[src/rtl/lbcs_pkg.sv]
// Package for the LED blink/chase sequencer: payload structs, job descriptor,
// register indexes, reset values and small helpers.
// No dependencies.
`timescale 1ns / 1ps
`default_nettype none

package lbcs_pkg;

    localparam int CMD_W     = 2;
    localparam int AMT_W     = 16;
    localparam int COLOR_W   = 24;
    localparam int IDX_W     = 5;
    localparam int CNT_W     = 6;
    localparam int ELAPSED_W = 17;
    localparam int CFG_IDX_W = 2;

    localparam int MAX_LEDS_DEFAULT = 32;

    // command codes
    localparam logic [CMD_W-1:0] CMD_TICK      = 2'd0;
    localparam logic [CMD_W-1:0] CMD_START_CNT = 2'd1;
    localparam logic [CMD_W-1:0] CMD_START_DUR = 2'd2;

    localparam logic KIND_BLINK = 1'b0;
    localparam logic KIND_CHASE = 1'b1;

    localparam logic [1:0] MODE_NONE  = 2'd0;
    localparam logic [1:0] MODE_BLINK = 2'd1;
    localparam logic [1:0] MODE_CHASE = 2'd2;

    // register indexes
    localparam logic [CFG_IDX_W-1:0] CFG_INTERVAL  = 2'd0;
    localparam logic [CFG_IDX_W-1:0] CFG_COLOR_A   = 2'd1;
    localparam logic [CFG_IDX_W-1:0] CFG_COLOR_B   = 2'd2;
    localparam logic [CFG_IDX_W-1:0] CFG_LED_COUNT = 2'd3;

    localparam logic [AMT_W-1:0]   INTERVAL_RST  = 16'd100;
    localparam logic [COLOR_W-1:0] COLOR_GREEN   = 24'h008000;
    localparam logic [COLOR_W-1:0] COLOR_BLACK   = 24'h000000;
    localparam logic [CNT_W-1:0]   LED_COUNT_RST = 6'd8;

    localparam logic JOB_FILL = 1'b0;
    localparam logic JOB_PAIR = 1'b1;

    localparam int JOB_Q_DEPTH = 2;

    typedef struct packed {
        logic [CMD_W-1:0] command;
        logic             anim_kind;
        logic [AMT_W-1:0] amount;
        logic             repeat_forever;
    } in_item_t;

    typedef struct packed {
        logic [IDX_W-1:0]   led_index;
        logic [COLOR_W-1:0] led_color;
        logic               last;
        logic               active;
    } out_item_t;

    typedef struct packed {
        logic [AMT_W-1:0]   interval_ticks;
        logic [COLOR_W-1:0] color_a;
        logic [COLOR_W-1:0] color_b;
        logic [CNT_W-1:0]   led_count;
    } cfg_t;

    // one run of writes for the back end
    typedef struct packed {
        logic             kind;
        logic [CNT_W-1:0] fill_count;
        logic             use_a;
        logic [IDX_W-1:0] pos_a;
        logic [IDX_W-1:0] pos_b;
        logic             clear;
        logic             active;
    } job_t;

    // LEDs in use, clamped to 1 .. max_leds
    function automatic logic [CNT_W-1:0] leds_in_use(input logic [CNT_W-1:0] cnt,
                                                     input logic [CNT_W-1:0] max_leds);
        logic [CNT_W-1:0] n;
        n = cnt;
        if (cnt == '0)
            n = CNT_W'(1);
        else if (cnt > max_leds)
            n = max_leds;
        return n;
    endfunction

endpackage

`default_nettype wire

[src/rtl/lbcs_front.sv]
// Front end: accepts items, keeps the animation state, divides durations and
// turns each step or chase start into a job for the back end.
// Depends on lbcs_pkg.
`timescale 1ns / 1ps
`default_nettype none

module lbcs_front #(
    parameter int MAX_LEDS = lbcs_pkg::MAX_LEDS_DEFAULT
) (
    input  wire logic              clk,
    input  wire logic              rst_n,
    input  wire logic              push,
    output logic                   full,
    input  wire lbcs_pkg::in_item_t item,
    input  wire lbcs_pkg::cfg_t    cfg,
    input  wire logic              q_full,
    output logic                   q_push,
    output lbcs_pkg::job_t         q_job
);

    localparam logic [2:0] S_IDLE  = 3'd0;
    localparam logic [2:0] S_DIV   = 3'd1;
    localparam logic [2:0] S_START = 3'd2;
    localparam logic [2:0] S_MOD   = 3'd3;
    localparam logic [2:0] S_PUSH  = 3'd4;

    localparam int AW = lbcs_pkg::AMT_W;
    localparam int CW = lbcs_pkg::CNT_W;
    localparam int BW = $clog2(AW);

    logic [2:0]                         state_reg, state_next;
    logic [1:0]                         mode_reg, mode_next;
    logic                               running_reg, running_next;
    logic [AW-1:0]                      steps_reg, steps_next;
    logic                               forever_reg, forever_next;
    logic                               phase_reg, phase_next;
    logic [lbcs_pkg::IDX_W-1:0]         pos_reg, pos_next;
    logic [lbcs_pkg::ELAPSED_W-1:0]     elapsed_reg, elapsed_next;
    logic [AW-1:0]                      quo_reg, quo_next;
    logic [AW:0]                        rem_reg, rem_next;
    logic [BW-1:0]                      bit_cnt_reg, bit_cnt_next;
    logic [CW-1:0]                      mod_reg, mod_next;
    lbcs_pkg::job_t                     job_reg, job_next;
    logic                               pend_kind_reg, pend_kind_next;
    logic                               pend_dur_reg, pend_dur_next;
    logic                               pend_forever_reg, pend_forever_next;

    logic [CW-1:0]                      n_use;
    logic                               accept;
    logic [lbcs_pkg::ELAPSED_W-1:0]     elapsed_inc;
    logic [AW-1:0]                      steps_dec;
    logic                               ended;
    logic [AW:0]                        rem_sh;

    assign n_use  = lbcs_pkg::leds_in_use(cfg.led_count, CW'(MAX_LEDS));
    assign full   = (state_reg != S_IDLE);
    assign accept = push && !full;
    assign q_push = (state_reg == S_PUSH) && !q_full;
    assign q_job  = job_reg;

    assign elapsed_inc = elapsed_reg + lbcs_pkg::ELAPSED_W'(1);
    assign steps_dec   = (steps_reg != '0) ? steps_reg - AW'(1) : '0;
    assign ended       = (steps_dec == '0) && !forever_reg;
    assign rem_sh      = {rem_reg[AW-1:0], quo_reg[AW-1]};

    always_comb
    begin
        state_next        = state_reg;
        mode_next         = mode_reg;
        running_next      = running_reg;
        steps_next        = steps_reg;
        forever_next      = forever_reg;
        phase_next        = phase_reg;
        pos_next          = pos_reg;
        elapsed_next      = elapsed_reg;
        quo_next          = quo_reg;
        rem_next          = rem_reg;
        bit_cnt_next      = bit_cnt_reg;
        mod_next          = mod_reg;
        job_next          = job_reg;
        pend_kind_next    = pend_kind_reg;
        pend_dur_next     = pend_dur_reg;
        pend_forever_next = pend_forever_reg;

        unique case (state_reg)
            S_IDLE:
            begin
                if (accept)
                begin
                    if (item.command == lbcs_pkg::CMD_TICK)
                    begin
                        if (running_reg)
                        begin
                            elapsed_next = elapsed_inc;
                            if (elapsed_inc > {1'b0, cfg.interval_ticks})
                            begin
                                elapsed_next = '0;
                                phase_next   = !phase_reg;
                                steps_next   = (steps_dec == '0 && forever_reg) ? AW'(1)
                                                                                : steps_dec;
                                if (ended)
                                begin
                                    running_next = 1'b0;
                                    forever_next = 1'b0;
                                    mode_next    = lbcs_pkg::MODE_NONE;
                                end
                                job_next.clear      = ended;
                                job_next.active     = !ended;
                                job_next.fill_count = n_use;
                                job_next.use_a      = !phase_reg;
                                job_next.pos_a      = pos_reg;
                                job_next.pos_b      = pos_reg;
                                if (mode_reg == lbcs_pkg::MODE_CHASE)
                                begin
                                    job_next.kind = lbcs_pkg::JOB_PAIR;
                                    mod_next      = {1'b0, pos_reg} + CW'(1);
                                    state_next    = S_MOD;
                                end
                                else
                                begin
                                    job_next.kind = lbcs_pkg::JOB_FILL;
                                    state_next    = S_PUSH;
                                end
                            end
                        end
                    end
                    else if (item.command == lbcs_pkg::CMD_START_CNT ||
                             item.command == lbcs_pkg::CMD_START_DUR)
                    begin
                        pend_kind_next    = item.anim_kind;
                        pend_dur_next     = (item.command == lbcs_pkg::CMD_START_DUR);
                        pend_forever_next = item.repeat_forever;
                        quo_next          = item.amount;
                        if (item.command == lbcs_pkg::CMD_START_DUR &&
                            cfg.interval_ticks != '0)
                        begin
                            rem_next     = '0;
                            bit_cnt_next = BW'(AW - 1);
                            state_next   = S_DIV;
                        end
                        else
                        begin
                            state_next = S_START;
                        end
                    end
                end
            end

            // restoring divide, one quotient bit a cycle
            S_DIV:
            begin
                if (rem_sh >= {1'b0, cfg.interval_ticks})
                begin
                    rem_next = rem_sh - {1'b0, cfg.interval_ticks};
                    quo_next = {quo_reg[AW-2:0], 1'b1};
                end
                else
                begin
                    rem_next = rem_sh;
                    quo_next = {quo_reg[AW-2:0], 1'b0};
                end
                bit_cnt_next = bit_cnt_reg - BW'(1);
                if (bit_cnt_reg == '0)
                    state_next = S_START;
            end

            S_START:
            begin
                steps_next   = quo_reg;
                running_next = 1'b1;
                elapsed_next = '0;
                if (pend_kind_reg == lbcs_pkg::KIND_BLINK)
                begin
                    mode_next    = lbcs_pkg::MODE_BLINK;
                    phase_next   = 1'b1;
                    forever_next = pend_dur_reg && pend_forever_reg;
                    state_next   = S_IDLE;
                end
                else
                begin
                    mode_next           = lbcs_pkg::MODE_CHASE;
                    forever_next        = 1'b0;
                    pos_next            = '0;
                    job_next.kind       = lbcs_pkg::JOB_FILL;
                    job_next.fill_count = n_use;
                    job_next.use_a      = 1'b0;
                    job_next.pos_a      = '0;
                    job_next.pos_b      = '0;
                    job_next.clear      = 1'b0;
                    job_next.active     = 1'b1;
                    state_next          = S_PUSH;
                end
            end

            // next chase position: subtract the LED count until it fits
            S_MOD:
            begin
                if (mod_reg >= n_use)
                begin
                    mod_next = mod_reg - n_use;
                end
                else
                begin
                    pos_next       = mod_reg[lbcs_pkg::IDX_W-1:0];
                    job_next.pos_b = mod_reg[lbcs_pkg::IDX_W-1:0];
                    state_next     = S_PUSH;
                end
            end

            S_PUSH:
            begin
                if (!q_full)
                    state_next = S_IDLE;
            end

            default:
            begin
                state_next = S_IDLE;
            end
        endcase
    end

    always_ff @(posedge clk or negedge rst_n)
    begin
        if (!rst_n)
        begin
            state_reg   <= S_IDLE;
            mode_reg    <= lbcs_pkg::MODE_NONE;
            running_reg <= 1'b0;
            steps_reg   <= '0;
            forever_reg <= 1'b0;
            phase_reg   <= 1'b1;
            pos_reg     <= '0;
            elapsed_reg <= '0;
        end
        else
        begin
            state_reg   <= state_next;
            mode_reg    <= mode_next;
            running_reg <= running_next;
            steps_reg   <= steps_next;
            forever_reg <= forever_next;
            phase_reg   <= phase_next;
            pos_reg     <= pos_next;
            elapsed_reg <= elapsed_next;
        end
    end

    always_ff @(posedge clk)
    begin
        quo_reg          <= quo_next;
        rem_reg          <= rem_next;
        bit_cnt_reg      <= bit_cnt_next;
        mod_reg          <= mod_next;
        job_reg          <= job_next;
        pend_kind_reg    <= pend_kind_next;
        pend_dur_reg     <= pend_dur_next;
        pend_forever_reg <= pend_forever_next;
    end

    a_fill_count_ok: assert property (@(posedge clk) disable iff (!rst_n)
        q_push && q_job.kind == lbcs_pkg::JOB_FILL |->
            q_job.fill_count != '0 && q_job.fill_count <= CW'(MAX_LEDS))
        else $error("fill job with LED count out of range");

    a_mod_leaves_in_range: assert property (@(posedge clk) disable iff (!rst_n)
        state_reg == S_MOD && state_next == S_PUSH |=> pos_reg < n_use[lbcs_pkg::IDX_W:0])
        else $error("chase position beyond LED count");

endmodule

`default_nettype wire

[src/rtl/lbcs_fifo.sv]
// Short job queue between the front and back ends.
// Depends on lbcs_pkg.
`timescale 1ns / 1ps
`default_nettype none

module lbcs_fifo (
    input  wire logic           clk,
    input  wire logic           rst_n,
    input  wire logic           wr,
    input  wire lbcs_pkg::job_t wr_data,
    output logic                q_full,
    input  wire logic           rd,
    output lbcs_pkg::job_t      rd_data,
    output logic                q_empty
);

    localparam int DEPTH = lbcs_pkg::JOB_Q_DEPTH;
    localparam int PW    = (DEPTH > 1) ? $clog2(DEPTH) : 1;
    localparam int CW    = $clog2(DEPTH + 1);

    lbcs_pkg::job_t mem [DEPTH];
    logic [PW-1:0]  wr_ptr_reg, rd_ptr_reg;
    logic [CW-1:0]  count_reg;
    logic           do_wr, do_rd;

    assign q_full  = (count_reg == CW'(DEPTH));
    assign q_empty = (count_reg == '0);
    assign do_wr   = wr && !q_full;
    assign do_rd   = rd && !q_empty;
    assign rd_data = mem[rd_ptr_reg];

    always_ff @(posedge clk)
    begin
        if (do_wr)
            mem[wr_ptr_reg] <= wr_data;
    end

    always_ff @(posedge clk or negedge rst_n)
    begin
        if (!rst_n)
        begin
            wr_ptr_reg <= '0;
            rd_ptr_reg <= '0;
            count_reg  <= '0;
        end
        else
        begin
            if (do_wr)
                wr_ptr_reg <= (wr_ptr_reg == PW'(DEPTH - 1)) ? '0 : wr_ptr_reg + PW'(1);
            if (do_rd)
                rd_ptr_reg <= (rd_ptr_reg == PW'(DEPTH - 1)) ? '0 : rd_ptr_reg + PW'(1);
            if (do_wr && !do_rd)
                count_reg <= count_reg + CW'(1);
            else if (do_rd && !do_wr)
                count_reg <= count_reg - CW'(1);
        end
    end

    a_count_bound: assert property (@(posedge clk) disable iff (!rst_n)
        count_reg <= CW'(DEPTH))
        else $error("job queue overfilled");

endmodule

`default_nettype wire

[src/rtl/lbcs_back.sv]
// Back end: expands queued jobs into single LED writes, one per cycle unless
// the receiver stalls, with a clear-to-black run for ending jobs, into a
// one-entry result register. Depends on lbcs_pkg.
`timescale 1ns / 1ps
`default_nettype none

module lbcs_back #(
    parameter int MAX_LEDS = lbcs_pkg::MAX_LEDS_DEFAULT
) (
    input  wire logic           clk,
    input  wire logic           rst_n,
    input  wire lbcs_pkg::cfg_t cfg,
    input  wire logic           q_empty,
    input  wire lbcs_pkg::job_t q_job,
    output logic                q_pop,
    output logic                empty,
    input  wire logic           pop,
    output lbcs_pkg::out_item_t result
);

    localparam logic [1:0] B_IDLE  = 2'd0;
    localparam logic [1:0] B_MAIN  = 2'd1;
    localparam logic [1:0] B_CLEAR = 2'd2;

    localparam int CW = lbcs_pkg::CNT_W;

    logic [1:0]            state_reg, state_next;
    logic [CW-1:0]         cnt_reg, cnt_next;
    lbcs_pkg::job_t        job_reg;
    lbcs_pkg::out_item_t   res_reg, res_next;
    logic                  valid_reg, valid_next;
    logic                  load;
    logic                  main_last;

    assign load   = (state_reg != B_IDLE) && (!valid_reg || pop);
    assign q_pop  = (state_reg == B_IDLE) && !q_empty;
    assign empty  = !valid_reg;
    assign result = res_reg;

    assign main_last = (job_reg.kind == lbcs_pkg::JOB_PAIR) ? (cnt_reg == CW'(1))
                                                            : (cnt_reg == job_reg.fill_count - CW'(1));

    always_comb
    begin
        state_next = state_reg;
        cnt_next   = cnt_reg;
        res_next   = res_reg;
        valid_next = valid_reg;

        if (pop && valid_reg)
            valid_next = 1'b0;

        unique case (state_reg)
            B_IDLE:
            begin
                if (!q_empty)
                begin
                    cnt_next   = '0;
                    state_next = B_MAIN;
                end
            end

            B_MAIN:
            begin
                if (load)
                begin
                    valid_next      = 1'b1;
                    res_next.active = job_reg.active;
                    res_next.last   = main_last && !job_reg.clear;
                    if (job_reg.kind == lbcs_pkg::JOB_PAIR)
                    begin
                        // old position back to background, then the new one lit
                        res_next.led_index = (cnt_reg == '0) ? job_reg.pos_a : job_reg.pos_b;
                        res_next.led_color = (cnt_reg == '0) ? cfg.color_b : cfg.color_a;
                    end
                    else
                    begin
                        res_next.led_index = cnt_reg[lbcs_pkg::IDX_W-1:0];
                        res_next.led_color = job_reg.use_a ? cfg.color_a : cfg.color_b;
                    end
                    cnt_next = cnt_reg + CW'(1);
                    if (main_last)
                    begin
                        cnt_next   = '0;
                        state_next = job_reg.clear ? B_CLEAR : B_IDLE;
                    end
                end
            end

            B_CLEAR:
            begin
                if (load)
                begin
                    valid_next         = 1'b1;
                    res_next.active    = job_reg.active;
                    res_next.led_index = cnt_reg[lbcs_pkg::IDX_W-1:0];
                    res_next.led_color = lbcs_pkg::COLOR_BLACK;
                    res_next.last      = (cnt_reg == CW'(MAX_LEDS - 1));
                    cnt_next           = cnt_reg + CW'(1);
                    if (cnt_reg == CW'(MAX_LEDS - 1))
                        state_next = B_IDLE;
                end
            end

            default:
            begin
                state_next = B_IDLE;
            end
        endcase
    end

    always_ff @(posedge clk or negedge rst_n)
    begin
        if (!rst_n)
        begin
            state_reg <= B_IDLE;
            valid_reg <= 1'b0;
        end
        else
        begin
            state_reg <= state_next;
            valid_reg <= valid_next;
        end
    end

    always_ff @(posedge clk)
    begin
        cnt_reg <= cnt_next;
        res_reg <= res_next;
        if (q_pop)
            job_reg <= q_job;
    end

    a_clear_in_range: assert property (@(posedge clk) disable iff (!rst_n)
        state_reg == B_CLEAR |-> cnt_reg < CW'(MAX_LEDS))
        else $error("clear run past the strip end");

    a_clear_black: assert property (@(posedge clk) disable iff (!rst_n)
        load && state_reg == B_CLEAR |=> result.led_color == lbcs_pkg::COLOR_BLACK)
        else $error("clear write not black");

    a_clear_end_last: assert property (@(posedge clk) disable iff (!rst_n)
        load && state_reg == B_CLEAR && cnt_reg == CW'(MAX_LEDS - 1) |=> result.last)
        else $error("final clear write not marked last");

endmodule

`default_nettype wire

[src/rtl/led_blink_chase_sequencer.sv]
// LED blink/chase sequencer, top level: configuration registers, front end,
// job queue and back end. Depends on lbcs_pkg, lbcs_front, lbcs_fifo, lbcs_back.
//
// Usage
//   Items (ticks and start commands) go in on push/full: a transfer happens
//   when push is high and full is low. LED writes come out on empty/pop: the
//   oldest write sits on result while empty is low and is taken by pop.
//   Registers are written on cfg_valid/cfg_ready (ready is always high); the
//   user must write them only while the block is idle; it does not enforce this.
// Timing
//   A start by duration runs the divider in S_DIV, and full stays high
//   while it runs. A chase step searches for the next position in S_MOD by
//   repeated subtraction. The back end drives one write a cycle while the
//   receiver keeps popping, and a step gives at most 2 * MAX_LEDS writes
//   (a fill and a clear); the first write passes through the queue, the job
//   register and the result register. The two-entry job queue lets the front
//   take further items while writes are still draining; when the receiver
//   stalls the queue fills and full rises.
// Reset
//   rst_n clears the animation (nothing running) and restores the register
//   defaults; no clearing pass is needed.
`timescale 1ns / 1ps
`default_nettype none

module led_blink_chase_sequencer #(
    parameter int MAX_LEDS = lbcs_pkg::MAX_LEDS_DEFAULT
) (
    input  wire logic                             clk,
    input  wire logic                             rst_n,
    input  wire logic                             push,
    output logic                                  full,
    input  wire lbcs_pkg::in_item_t               item,
    output logic                                  empty,
    input  wire logic                             pop,
    output lbcs_pkg::out_item_t                   result,
    input  wire logic                             cfg_valid,
    output logic                                  cfg_ready,
    input  wire logic [lbcs_pkg::CFG_IDX_W-1:0]   cfg_index,
    input  wire logic [lbcs_pkg::COLOR_W-1:0]     cfg_data
);

    lbcs_pkg::cfg_t cfg_reg;
    lbcs_pkg::job_t push_job, pop_job;
    logic           q_full, q_empty, q_push, q_pop;

    assign cfg_ready = 1'b1;

    always_ff @(posedge clk or negedge rst_n)
    begin
        if (!rst_n)
        begin
            cfg_reg.interval_ticks <= lbcs_pkg::INTERVAL_RST;
            cfg_reg.color_a        <= lbcs_pkg::COLOR_GREEN;
            cfg_reg.color_b        <= lbcs_pkg::COLOR_GREEN;
            cfg_reg.led_count      <= lbcs_pkg::LED_COUNT_RST;
        end
        else if (cfg_valid && cfg_ready)
        begin
            unique case (cfg_index)
                lbcs_pkg::CFG_INTERVAL:
                    cfg_reg.interval_ticks <= cfg_data[lbcs_pkg::AMT_W-1:0];
                lbcs_pkg::CFG_COLOR_A:
                    cfg_reg.color_a <= cfg_data;
                lbcs_pkg::CFG_COLOR_B:
                    cfg_reg.color_b <= cfg_data;
                lbcs_pkg::CFG_LED_COUNT:
                    cfg_reg.led_count <= cfg_data[lbcs_pkg::CNT_W-1:0];
                default:
                    ;
            endcase
        end
    end

    lbcs_front #(
        .MAX_LEDS (MAX_LEDS)
    ) u_front (
        .clk    (clk),
        .rst_n  (rst_n),
        .push   (push),
        .full   (full),
        .item   (item),
        .cfg    (cfg_reg),
        .q_full (q_full),
        .q_push (q_push),
        .q_job  (push_job)
    );

    lbcs_fifo u_fifo (
        .clk     (clk),
        .rst_n   (rst_n),
        .wr      (q_push),
        .wr_data (push_job),
        .q_full  (q_full),
        .rd      (q_pop),
        .rd_data (pop_job),
        .q_empty (q_empty)
    );

    lbcs_back #(
        .MAX_LEDS (MAX_LEDS)
    ) u_back (
        .clk     (clk),
        .rst_n   (rst_n),
        .cfg     (cfg_reg),
        .q_empty (q_empty),
        .q_job   (pop_job),
        .q_pop   (q_pop),
        .empty   (empty),
        .pop     (pop),
        .result  (result)
    );

endmodule

`default_nettype wire

[config.mk]
export PLATFORM = sky130hd
export DESIGN_NAME = led_blink_chase_sequencer
export DESIGN_NICKNAME = d
export VERILOG_FILES = /design/src/rtl/lbcs_pkg.sv /design/src/rtl/lbcs_front.sv /design/src/rtl/lbcs_fifo.sv /design/src/rtl/lbcs_back.sv /design/src/rtl/led_blink_chase_sequencer.sv
export SDC_FILE = /design/constraint.sdc
export NUM_CORES = 1
export LEC_CHECK = 0
export BUFFER_PORTS_ARGS = -buffer_cell sky130_fd_sc_hd__buf_2
export CORE_MARGIN = 5
export CORE_UTILIZATION = 50
export CTS_BUF_LIST = sky130_fd_sc_hd__clkbuf_2 sky130_fd_sc_hd__clkbuf_4 sky130_fd_sc_hd__clkbuf_8
export DETAILED_ROUTE_END_ITERATION = 7
export PLACE_DENSITY_LB_ADDON = 0.12
export RECOVER_POWER = 100
export SYNTH_ARGS = -nofsm -noshare
export SYNTH_HDL_FRONTEND = slang
export SYNTH_SLANG_ARGS = --single-unit
[constraint.sdc]
create_clock -name clk -period 4.7 [get_ports clk]
set_clock_uncertainty 0.1 [all_clocks]
set_input_delay 0.47 -clock clk [delete_from_list [all_inputs] [get_ports clk]]
set_output_delay 0.47 -clock clk [all_outputs]
set_load 0.02 [all_outputs]
Word-level counts from Yosys, hierarchy flattened --
Memory sizes are Yosys's and may differ from the RTL's. A register that Yosys moved wholly into a read port is not among the register bits. Cells that the tools add are included.
Storage, ports and cells: input port bits 51, bits in registers 225, output and inout port bits 34, memories 1, bits in writable memories 40
Memories:
- u_fifo.mem | depth 2, bits a word 20, read ports 1, clocked after memory_dff 1, write ports 1, RTL line lbcs_fifo.sv:21 | lbcs_pkg::job_t mem [DEPTH];
Cells by class: equal/unequal tests 39, bitwise gates (word level) 1, mux-type cells 116, order comparisons 4, $add $sub $neg 12, reduce and logical (&&, ||, !) cells 68
Operators by type and width (number):
- two-way mux 16 bit | 14
- two-way mux 20 bit | 5
- one-hot mux 16 bit (2 select lines) | 3
- two-way mux 6 bit | 12
- two-way mux 17 bit | 4
- two-way mux 31 bit | 2
- one-hot mux 31 bit (2 select lines) | 1
- two-way mux 24 bit | 2
- one-hot mux 17 bit (2 select lines) | 1
- nonzero test 16 bit | 2
- two-way mux 2 bit | 15
- two-way mux 3 bit | 10
- != test 2 x 1 -> 1 bit (second input constant) | 15
- two-way mux 29 bit | 1
- two-way mux 1 bit | 26
- one-hot mux 13 bit (2 select lines) | 1
- AND reduction 7 bit | 3
- one-hot mux 6 bit (3 select lines) | 1
- AND reduction 6 bit | 3
- adder 17 x 1 -> 17 bit (second input constant) | 1
- greater-or-equal comparator 17 x 16 -> 1 bit | 1
- > comparator 17 x 16 -> 1 bit | 1
- logical NOT 16 bit | 1
- two-way mux 4 bit | 4
- 48 further kinds | 111

Longest topological paths before layout --
Gate-level depths: netlist (run 1).
word-level depth 10, gate-level depth with buffers 15, gate-level depth less buffers 13

Hierarchy --
From an unflattened synthesis (run 1), not the netlist that was laid out.
Second synthesis, totals: cells, all modules 1300, area total of the unflattened synthesis 14388.8 µm²
Modules (own cells, without submodules):
- lbcs_front | cells an instance 818, area each 7273.2 µm², times used 1
- lbcs_back | cells an instance 250, area each 2824.0 µm², times used 1
- led_blink_chase_sequencer | cells an instance 151, area each 2653.8 µm², times used 1
- lbcs_fifo | cells an instance 81, area each 1637.8 µm², times used 1

Worst setup path after synthesis (run 1) --
No wires, ideal clock.
kind register to register, start register u_front.elapsed_reg[0] (netlist bit), end register u_front.q_job[0] (netlist name), data required time 4.214 ns, buffers on the path 2, data arrival time 3.460 ns, path slack 0.754 ns, cell stages (with the launch flop) 16, period minus slack after synthesis 3.946 ns, path through dfrtp_1 ha_1 and4_1 nand4_1 nor2_1 xor2_1 ha_1 and4_1 nand3_1 nor3_1 a31oi_1 a211oi_1 nand2b_1 buf_2 clkbuf_1 nor2_1
On the way: longest elaborated chain between the ends 4
Ends and longest elaborated chain:
- from (decl) | RTL line lbcs_front.sv:38 | logic [lbcs_pkg::ELAPSED_W-1:0] elapsed_reg, elapsed_next;
- from (signal assigned) | RTL line lbcs_front.sv:245 | elapsed_reg <= elapsed_next;
- adder 17 x 1 -> 17 bit | RTL line lbcs_front.sv:61 | assign elapsed_inc = elapsed_reg + lbcs_pkg::ELAPSED_W'(1);
- > comparator 17 x 16 -> 1 bit | RTL line lbcs_front.sv:95 | if (elapsed_inc > {1'b0, cfg.interval_ticks})
- != test 2 x 1 -> 1 bit (no source line)
- AND reduction 6 bit (no source line)
No other way between the ends. A chain may end at the register's enable or synchronous reset.

Worst setup path in the final report (run 1) --
start register u_front.elapsed_reg[0] (netlist bit), end register u_front.q_job[6] (netlist name)
On the way: longest elaborated chain between the ends 4
Ends and longest elaborated chain (RTL line):
- adder 17 x 1 -> 17 bit | lbcs_front.sv:61
- > comparator 17 x 16 -> 1 bit | lbcs_front.sv:95
- != test 2 x 1 -> 1 bit (no source line)
- AND reduction 7 bit (no source line)
No other way between the ends.

==> results of run 1 <==
through the flow:
step	util [%]	power, mW	hold slack, ns
after detailed placement	53.7	7.52	0.315
after floorplan	-	6.49	0.0744
final	56.9	9.58	0.0580
after global placement	53.7	7.46	0.303
after CTS	57.3	9.77	0.0220
after global routing	56.9	10.2	0.0284
worst min-delay path by stage:
stage                                 from                         end  slack [ns]  cells past startpoint
2_1_floorplan                        rst_n      cfg_reg[0]$_DFFE_PN0P_        0.07                      0
3_3_place_gp   u_back.job_reg[0]$_DFFE_PP_  u_back.result[0]$_DFFE_PP_        0.30                      0
3_5_place_dp   u_back.job_reg[0]$_DFFE_PP_  u_back.result[0]$_DFFE_PP_        0.32                      0
4_1_cts                       cfg_data[23]     cfg_reg[29]$_DFFE_PN0P_        0.02                      2
5_1_grt                       cfg_data[23]     cfg_reg[53]$_DFFE_PN0P_        0.03                      2
6_report                      cfg_data[18]     cfg_reg[24]$_DFFE_PN0P_        0.06                      2
metal layers:
layer | vias up | routed length, µm | GRT usage [%]
met3 | 29 | 1520 | 3.01
met1 | 4764 | 14100 | 27.3
met4 | 0 | 357 | 4.48
met2 | 250 | 14700 | 32.4
li1 | 4782 | - | -
met5 | - | 0 | 0
layout by cell type, fill, tap and decap left out, types with 31 or more instances in the layout:
master / instances
nor2_1: 77
nand2_1: 196
inv_1: 61
dfrtp_1: 116
clkbuf_1: 48
nand3_1: 37
mux2_2: 74
xnor2_1: 31
edfxtp_1: 162
o21ai_0: 58
clkbuf_8: 53
ha_1: 53
buf_2: 47
a21oi_1: 66
final cells by class:
| cell class | instances | area, µm² | share of cell area, % |
|---|---|---|---|
| Sequential cell | 285 | 7950 | 50.2 |
| Multi-Input combinational cell | 867 | 5720 | 36.1 |
| Clock buffer | 69 | 850 | 5.36 |
| Timing Repair Buffer | 106 | 503 | 3.17 |
| Tap cell | 378 | 473 | 2.98 |
| Inverter | 61 | 229 | 1.44 |
| Clock inverter | 19 | 124 | 0.782 |
| Antenna cell | 1 | 2.50 | 0.0158 |
power by group through the flow:
stage	combinational, mW	clock [mW]	sequential [mW]
2_1_floorplan	2.38	0	4.11
3_3_place_gp	3.34	0	4.12
3_5_place_dp	3.38	0	4.14
4_1_cts	3.40	2.27	4.10
5_1_grt	3.65	2.39	4.20
6_report	3.27	2.19	4.11
worst max-delay path, delay by kind of cell, from the launching register on:
family / cells / cell delay [ns]
xor gates and xnor gates: 1 / 0.24
DFF: 1 / 0.43
adders and majority gates: 2 / 0.52
buffers and inverters: 1 / 0.31
and+or+nand+nor: 7 / 1.33
AOI/OAI and AO/OA: 3 / 0.84
kinds of logic (layout without fill, tap and decap cells):
| family | Yosys count | in the layout | synth area share (%) |
|---|---|---|---|
| flops | 285 | 285 | 56.4 |
| simple gates | 427 | 427 | 14.1 |
| xor+xnor | 51 | 51 | 3.17 |
| compound gates | 239 | 239 | 10.9 |
| buf+inv | 115 | 255 | 3.14 |
| mux | 94 | 94 | 7.36 |
| other cells | 1 | 2 | 0.0266 |
| fa+ha+maj | 55 | 55 | 4.98 |
==> out/qor.txt, run 1 <==
outcome = complete, but fails checks
failing checks = max-capacitance violations, max-slew violations
CORE AREA = 27900 µm²
Clock Power Share = 22.9%
share of layout cells above drive strength 1 = 16.2%
die area = 31700 µm²
Setup Buffers After CTS = 0
Starting Density = 50.6%
sequential share of the synthesized area = 56.4%
Syn Inst Count = 1267
P_sw = 3.60 mW
vias in the first global route = 9609
most frequent cell after synthesis = nand2_1
die width = 178 µm
max reg flops = 70
Hold Buf Count CTS = 4
initial antenna violation count = 1
Final Hold Vio Count = 0
Slew Limit Fails = 37
Syn Area/Cell = 11.1 µm²
post_cts resized = 0
gpl congestion = 0.886
router iterations before antenna repair = 5
share of the synthesized area in the top cell type = 34.5%
Post-synth ARST share = 43.2%
reg-to-reg endpoint = u_front.q_job[6]$_DFFE_PP_
1st-iter DRT viols = 575
gr ovfl total = 0
first-pass GRT wire length = 50200 µm
CTS sink cnt = 285
Final #Nets = 1474
flop2flop setup slack = 0.59 ns
Post-synth EDFFs = 162
drt total wl = 30600 µm
RSZ-0062 raised after global routing = false
CTS Buf Count = 47
Placed Instances = 1693
worst-path fanout max = 6
delay of the slowest cell on the worst path = 0.43 ns
Critical Path, Cell by Cell = ha_1, and4_1, nand4_1, nor2_1, xor2_1, ha_1, and4_1, nand3_1, nor3_1, a31oi_1, a21oi_1, o31a_1, nor4_1, clkbuf_1
DP Area = 15000 µm²
Pleak = 6.34 nW
Tightest Pin Transition = 1.96 ns
fmax = 0.243 GHz
Commonest cells post-synth = nand2_1, edfxtp_1, dfrtp_1, mux2_2, nor2_1
data required time of the worst path = 4.83 ns
Post-Syn Nets = 1373
GRT Overall Usage = 19.5%
worst hold path type = in2reg
largest net degree at the start of global routing = 64
Syn. warnings = 0
via count = 9825
sequential power share = 42.9%
combinational power share = 34.2%
TNS Setup = 0 ns
slew margin rel. = -30.4%
max cap viols = 1
Worst Path Arrival = 4.24 ns
Main synth FF type = edfxtp_1
PD cells = 604 nW/µm²
Sw Ratio = 37.5%
synth unique cells = 73
Synth area leader = edfxtp_1
Tcrit/Tclk final = 87.4%
Finished Cell Area = 15800 µm²
Setup WS post-layout = 0.590 ns
CTS root buf = clkbuf_8
DRC viols = 0
peak supply drop = 277 µV
Post-Syn Area = 14100 µm²
dpl hpwl = 21600 µm
crit path to = u_front.q_job[6]$_DFFE_PP_
worst setup path start = u_front.elapsed_reg[0]$_DFFE_PN0P_
fillcell total = 2451
Port Buffers = 83
pre-CTS setup slack = 0.750 ns
Clk Latency, worst-skew pair = 0.56 ns
Detail Route Antenna Nets = 0
R2R cell count = 14
Die Y-Extent = 178 µm
deepest clock path buffer count = 3
Seq cells post-synth = 285
Rows = 61
CP Launch Type = flip-flop
clock transition at the registers of the reported paths = 0.06 ns
total I/O pin count = 85
synthesis-to-layout area growth = 12.3%
FF-to-FF Start = u_front.elapsed_reg[0]$_DFFE_PN0P_
Layout Cells excl Fill = 1786
Area contributors post-synth = edfxtp_1, dfrtp_1, mux2_2
TritonCTS clock tree = built
P_int = 5.98 mW
critical path capture point type = flip-flop
CTS H-tree depth = 2
WL/cell = 17.2 µm
critical path type = reg2reg
slowest cell on the critical path = dfrtp_1
Via density = 5.50
crit path time final = 4.11 ns
Setup Viol. Count Final = 0
Note: power is estimated with default switching activity, not from simulation.
==> run 2, diff against run 1 <==
- BUFFER_PORTS_ARGS: -buffer_cell sky130_fd_sc_hd__buf_2 -> -buffer_cell sky130_fd_sc_hd__buf_4
- GPL_ROUTABILITY_DRIVEN: unset -> 0
==> run 2 against run 1 <==
Compared with the run above: the run still ends with max-capacitance violations, max-slew violations left; via count is 0.82% higher; cell count rose by 0.11%; global-route usage rose by 0.73 points; sequential power is essentially flat; worst hold slack got worse by 0.033 ns; power rose by 1.7%; sequential share of layout area shrank 0.59 points; critical path type unchanged; critical endpoint is now u_front.q_job[3]$_DFFE_PP_; highest routed layer unchanged.
==> out/qor.txt, run 2 (synthesis results as in run 1) <==
first-pass GRT wire length = 51600 µm
worst-path fanout max = 6
post_cts resized = 0
via count = 9906
pre-CTS setup slack = 0.784 ns
Setup WS post-layout = 0.658 ns
drt total wl = 31200 µm
CTS sink cnt = 285
Hold Buf Count CTS = 5
Final #Nets = 1476
outcome = complete, but fails checks
slew margin rel. = -76.2%
most frequent cells in the layout = nand2_1, edfxtp_1, dfrtp_1, nor2_1, mux2_2
crit path time final = 4.04 ns
failing checks = max-capacitance violations, max-slew violations
gr ovfl total = 0
initial antenna violation count = 0
critical path capture point type = flip-flop
max reg flops = 70
Tightest Pin Transition = 2.64 ns
CTS root buf = clkbuf_8
Via density = 5.54
TritonCTS clock tree = built
PD cells = 607 nW/µm²
Setup Buffers After CTS = 0
synthesis-to-layout area growth = 13.7%
peak supply drop = 328 µV
total I/O pin count = 85
worst hold path type = in2reg
Starting Density = 50.6%
max cap viols = 5
die width = 178 µm
commonest non-fill, non-tap cell in the layout = nand2_1
Detail Route Antenna Nets = 0
Critical Path, Cell by Cell = ha_1, and4_1, nand4_1, nor2_1, xor2_1, ha_1, and4_1, nand3_1, nor3_1, a31oi_1, a21oi_1, o31a_1, nor4_1, clkbuf_1
WL/cell = 17.5 µm
deepest clock path buffer count = 3
Die Y-Extent = 178 µm
CTS H-tree depth = 2
share of layout cells above drive strength 1 = 16.9%
GRT Overall Usage = 20.2%
largest net degree at the start of global routing = 50
TNS Setup = 0 ns
Pleak = 6.43 nW
CORE AREA = 27900 µm²
Tcrit/Tclk final = 86.0%
critical path type = reg2reg
die area = 31700 µm²
Setup Viol. Count Final = 0
DRC viols = 0
Slew Limit Fails = 120
RSZ-0062 raised after global routing = false
vias in the first global route = 9929
diodes inserted = 0
Core Util, Final = 57.6%
1st-iter DRT viols = 562
Port Buffers = 83
CP Launch Type = flip-flop
slowest cell on the critical path = dfrtp_1
Final Hold Vio Count = 0
data required time of the worst path = 4.86 ns
dpl hpwl = 21500 µm
fmax = 0.247 GHz
Worst Path Arrival = 4.20 ns
CTS Buf Count = 48
router iterations before antenna repair = 5
clock transition at the registers of the reported paths = 0.07 ns
delay of the slowest cell on the worst path = 0.42 ns
Clk Latency, worst-skew pair = 0.58 ns
Rows = 61
[run 2: cell types whose count changed in the layout (fill, tap and decap cells not counted), moves of 2 or more]
cell | previous run | this run
clkbuf_2 | 2 | 4
clkbuf_8 | 53 | 55
clkinv_1 | 11 | 6
buf_2 | 47 | 0
clkbuf_1 | 48 | 46
buf_4 | 5 | 49
clkbuf_4 | 16 | 20
clkinv_2 | 5 | 7
[run 2: worst paths after layout]
path	start	end	slack, ns	cells past startpoint
max reg2reg	u_front.elapsed_reg[0]$_DFFE_PN0P_	u_front.q_job[3]$_DFFE_PP_	0.66	14
min reg2reg	u_back.job_reg[0]$_DFFE_PP_	u_back.result[0]$_DFFE_PP_	0.33	0
max in group asynchronous	rst_n	u_front.elapsed_reg[11]$_DFFE_PN0P_	1.17	3
min in group asynchronous	rst_n	cfg_reg[24]$_DFFE_PN0P_	1.17	2
min	cfg_data[11]	cfg_reg[65]$_DFFE_PN0P_	0.02	3
max	u_front.elapsed_reg[0]$_DFFE_PN0P_	u_front.q_job[3]$_DFFE_PP_	0.66	14
[run 2: area by class of cell]
type	count	area (µm²)
clock inverters	18	150
clock buffers	72	885
well taps	378	473
repair buffers	107	633
fillers	2492	11800
flip-flops and latches	285	7950
inverters	61	229
multi-input cells	867	5720
[run 2: where the power goes]
group	switching, mW	internal, mW	total [mW]
Combinational	2.11	1.18	3.29
Sequential	0.520	3.59	4.11
Clock	1.01	1.32	2.33
Total	3.64	6.09	9.74
[run 2: routing by layer]
metal	routed length (µm)	track usage, %
met4	828	7.15
met5	0	0
met2	14700	32.8
met3	1660	2.95
met1	14100	28.0
[run 2: critical path: cells and delay by family (launching register included)]
| kind | cells | cell delay [ns] |
|---|---|---|
| AOI/OAI and AO/OA | 3 | 0.81 |
| xor gates and xnor gates | 1 | 0.23 |
| adders and majority gates | 2 | 0.51 |
| buffers and inverters | 1 | 0.30 |
| DFF | 1 | 0.42 |
| and+or+nand+nor | 7 | 1.36 |
[run 2: per-stage QoR]
stage	cells	cell area [µm²]	power, mW	hold slack, ns
6_report	1788	16000	9.74	0.0247
2_1_floorplan	1267	14100	6.49	0.0744
3_5_place_dp	1693	15200	7.62	0.316
3_3_place_gp	1693	15200	7.56	0.304
5_1_grt	1788	16000	10.4	0.0114
4_1_cts	1788	16300	9.98	0.00541
==> run 3, diff against run 2 <==
- CORE_UTILIZATION: 50 -> 55
==> run 3 against run 2 <==
Compared with the run above: the run still ends with max-capacitance violations, max-slew violations left; first-iteration DRC count is 11% higher; worst hold slack better by 0.024 ns; global-route usage is 0.93 points higher; sequential share of layout area is 0.50 points higher; maximum frequency is 1.4% lower; routed wire length is 2.5% lower; flip-flop and latch count stayed put; non-clock buffer count stayed put; largest cell class unchanged; highest routed layer unchanged.
==> out/qor.txt, run 3 (synthesis results as in run 1) <==
router iterations before antenna repair = 6
Critical Path, Cell by Cell = ha_1, and4_1, nand4_1, nor2_1, xor2_1, ha_1, and4_1, nand3_1, nor3_1, a31oi_1, a21oi_1, o31a_1, nor4_1, clkbuf_1
Worst Path Arrival = 4.22 ns
clock transition at the registers of the reported paths = 0.06 ns
delay of the slowest cell on the worst path = 0.43 ns
TNS Setup = 0 ns
Setup Viol. Count Final = 0
Via density = 5.71
Detail Route Antenna Nets = 0
Core Util, Final = 62.9%
CTS Buf Count = 47
worst hold path type = in2reg
Rows = 58
Pleak = 6.38 nW
Setup Buffers After CTS = 0
Final #Nets = 1475
Slew Limit Fails = 109
max reg flops = 70
deepest clock path buffer count = 3
CORE AREA = 25300 µm²
critical path type = reg2reg
fmax = 0.244 GHz
CTS root buf = clkbuf_8
synthesis-to-layout area growth = 12.5%
first-pass GRT wire length = 49800 µm
outcome = complete, but fails checks
Tightest Pin Transition = 3.47 ns
Clk Latency, worst-skew pair = 0.55 ns
Starting Density = 55.9%
gr ovfl total = 0
peak supply drop = 386 µV
failing checks = max-capacitance violations, max-slew violations
CP Launch Type = flip-flop
crit path time final = 4.10 ns
commonest non-fill, non-tap cell in the layout = nand2_1
Die Y-Extent = 170 µm
data required time of the worst path = 4.82 ns
largest net degree at the start of global routing = 65
CTS H-tree depth = 2
RSZ-0062 raised after global routing = false
PD cells = 601 nW/µm²
drt total wl = 30500 µm
die area = 29000 µm²
Hold Buf Count CTS = 3
total I/O pin count = 85
Hold Slack = 0.0483 ns
Port Buffers = 83
die width = 170 µm
DRC viols = 0
Final Hold Vio Count = 0
slew margin rel. = -131%
initial antenna violation count = 0
Design Power = 9.55 mW
share of layout cells above drive strength 1 = 16.6%
1st-iter DRT viols = 626
via count = 9918
Placed Instances = 1647
TritonCTS clock tree = built
WL/cell = 17.6 µm
Layout Cells excl Fill = 1736
post_cts resized = 0
most frequent cells in the layout = nand2_1, edfxtp_1, dfrtp_1, nor2_1, mux2_2
GRT Overall Usage = 21.2%
slowest cell on the critical path = dfrtp_1
diodes inserted = 0
worst-path fanout max = 6
dpl hpwl = 21300 µm
Tcrit/Tclk final = 87.2%
max cap viols = 4
CTS sink cnt = 285
critical path capture point type = flip-flop
vias in the first global route = 9749
## run 3: cell types whose count changed in the layout (fill, tap and decap cells not counted), sizes merged
cell | previous run | this run
bufinv | 2 | 0
buf | 49 | 51
dlygate4sd3 | 5 | 3
clkbuf | 125 | 124
clkinv | 14 | 12
inv | 62 | 63
## run 3: area by class of cell
type,instances,area [µm²]
clock inverter,15,77.6
sequential,285,7950
fill,2080,9380
clock buffer,71,865
tap,330,413
multi-input combinational,867,5720
timing repair buffer,107,621
inverter,61,229
## run 3: final timing paths
kind / start / endpoint / slack [ns] / depth (start not counted)
setup reg to reg: u_front.elapsed_reg[0]$_DFFE_PN0P_ / u_front.q_job[5]$_DFFE_PP_ / 0.60 / 14
setup / recovery: u_front.elapsed_reg[0]$_DFFE_PN0P_ / u_front.q_job[5]$_DFFE_PP_ / 0.60 / 14
max in group asynchronous: rst_n / u_front.elapsed_reg[14]$_DFFE_PN0P_ / 1.00 / 2
hold reg to reg: u_back.job_reg[0]$_DFFE_PP_ / u_back.result[0]$_DFFE_PP_ / 0.33 / 0
hold / removal: cfg_data[10] / cfg_reg[64]$_DFFE_PN0P_ / 0.05 / 3
min in group asynchronous: rst_n / cfg_reg[28]$_DFFE_PN0P_ / 1.53 / 2
## run 3: critical path, delay by kind of cell, from the launching register on
family	cells	cell delay, ns
AOI/OAI and AO/OA	3	0.88
xor gates and xnor gates	1	0.23
adders and majority gates	2	0.51
buffers and inverters	1	0.29
DFF	1	0.43
and+or+nand+nor	7	1.34
## run 3: per-stage QoR
stage	worst slack (ns)	area, µm²
floorplan	0.754	14100
global placement	0.831	15100
detailed placement	0.729	15100
CTS	0.704	16100
global route	0.192	15900
finish	0.601	15900
## run 3: where the power goes
part | internal, mW | total [mW] | switching, mW | leakage [nW]
Sequential | 3.59 | 4.12 | 0.528 | 3.01
Clock | 1.18 | 2.13 | 0.955 | 0.506
Combinational | 1.18 | 3.29 | 2.11 | 2.86
Total | 5.95 | 9.55 | 3.60 | 6.38
## run 3: routing by layer
layer	vias to the layer above	routed length (µm)	GRT usage, %
met3	63	1830	4.25
met1	4796	13600	29.0
met2	274	14200	34.1
li1	4785	-	-
met4	0	838	7.19
met5	-	0	0
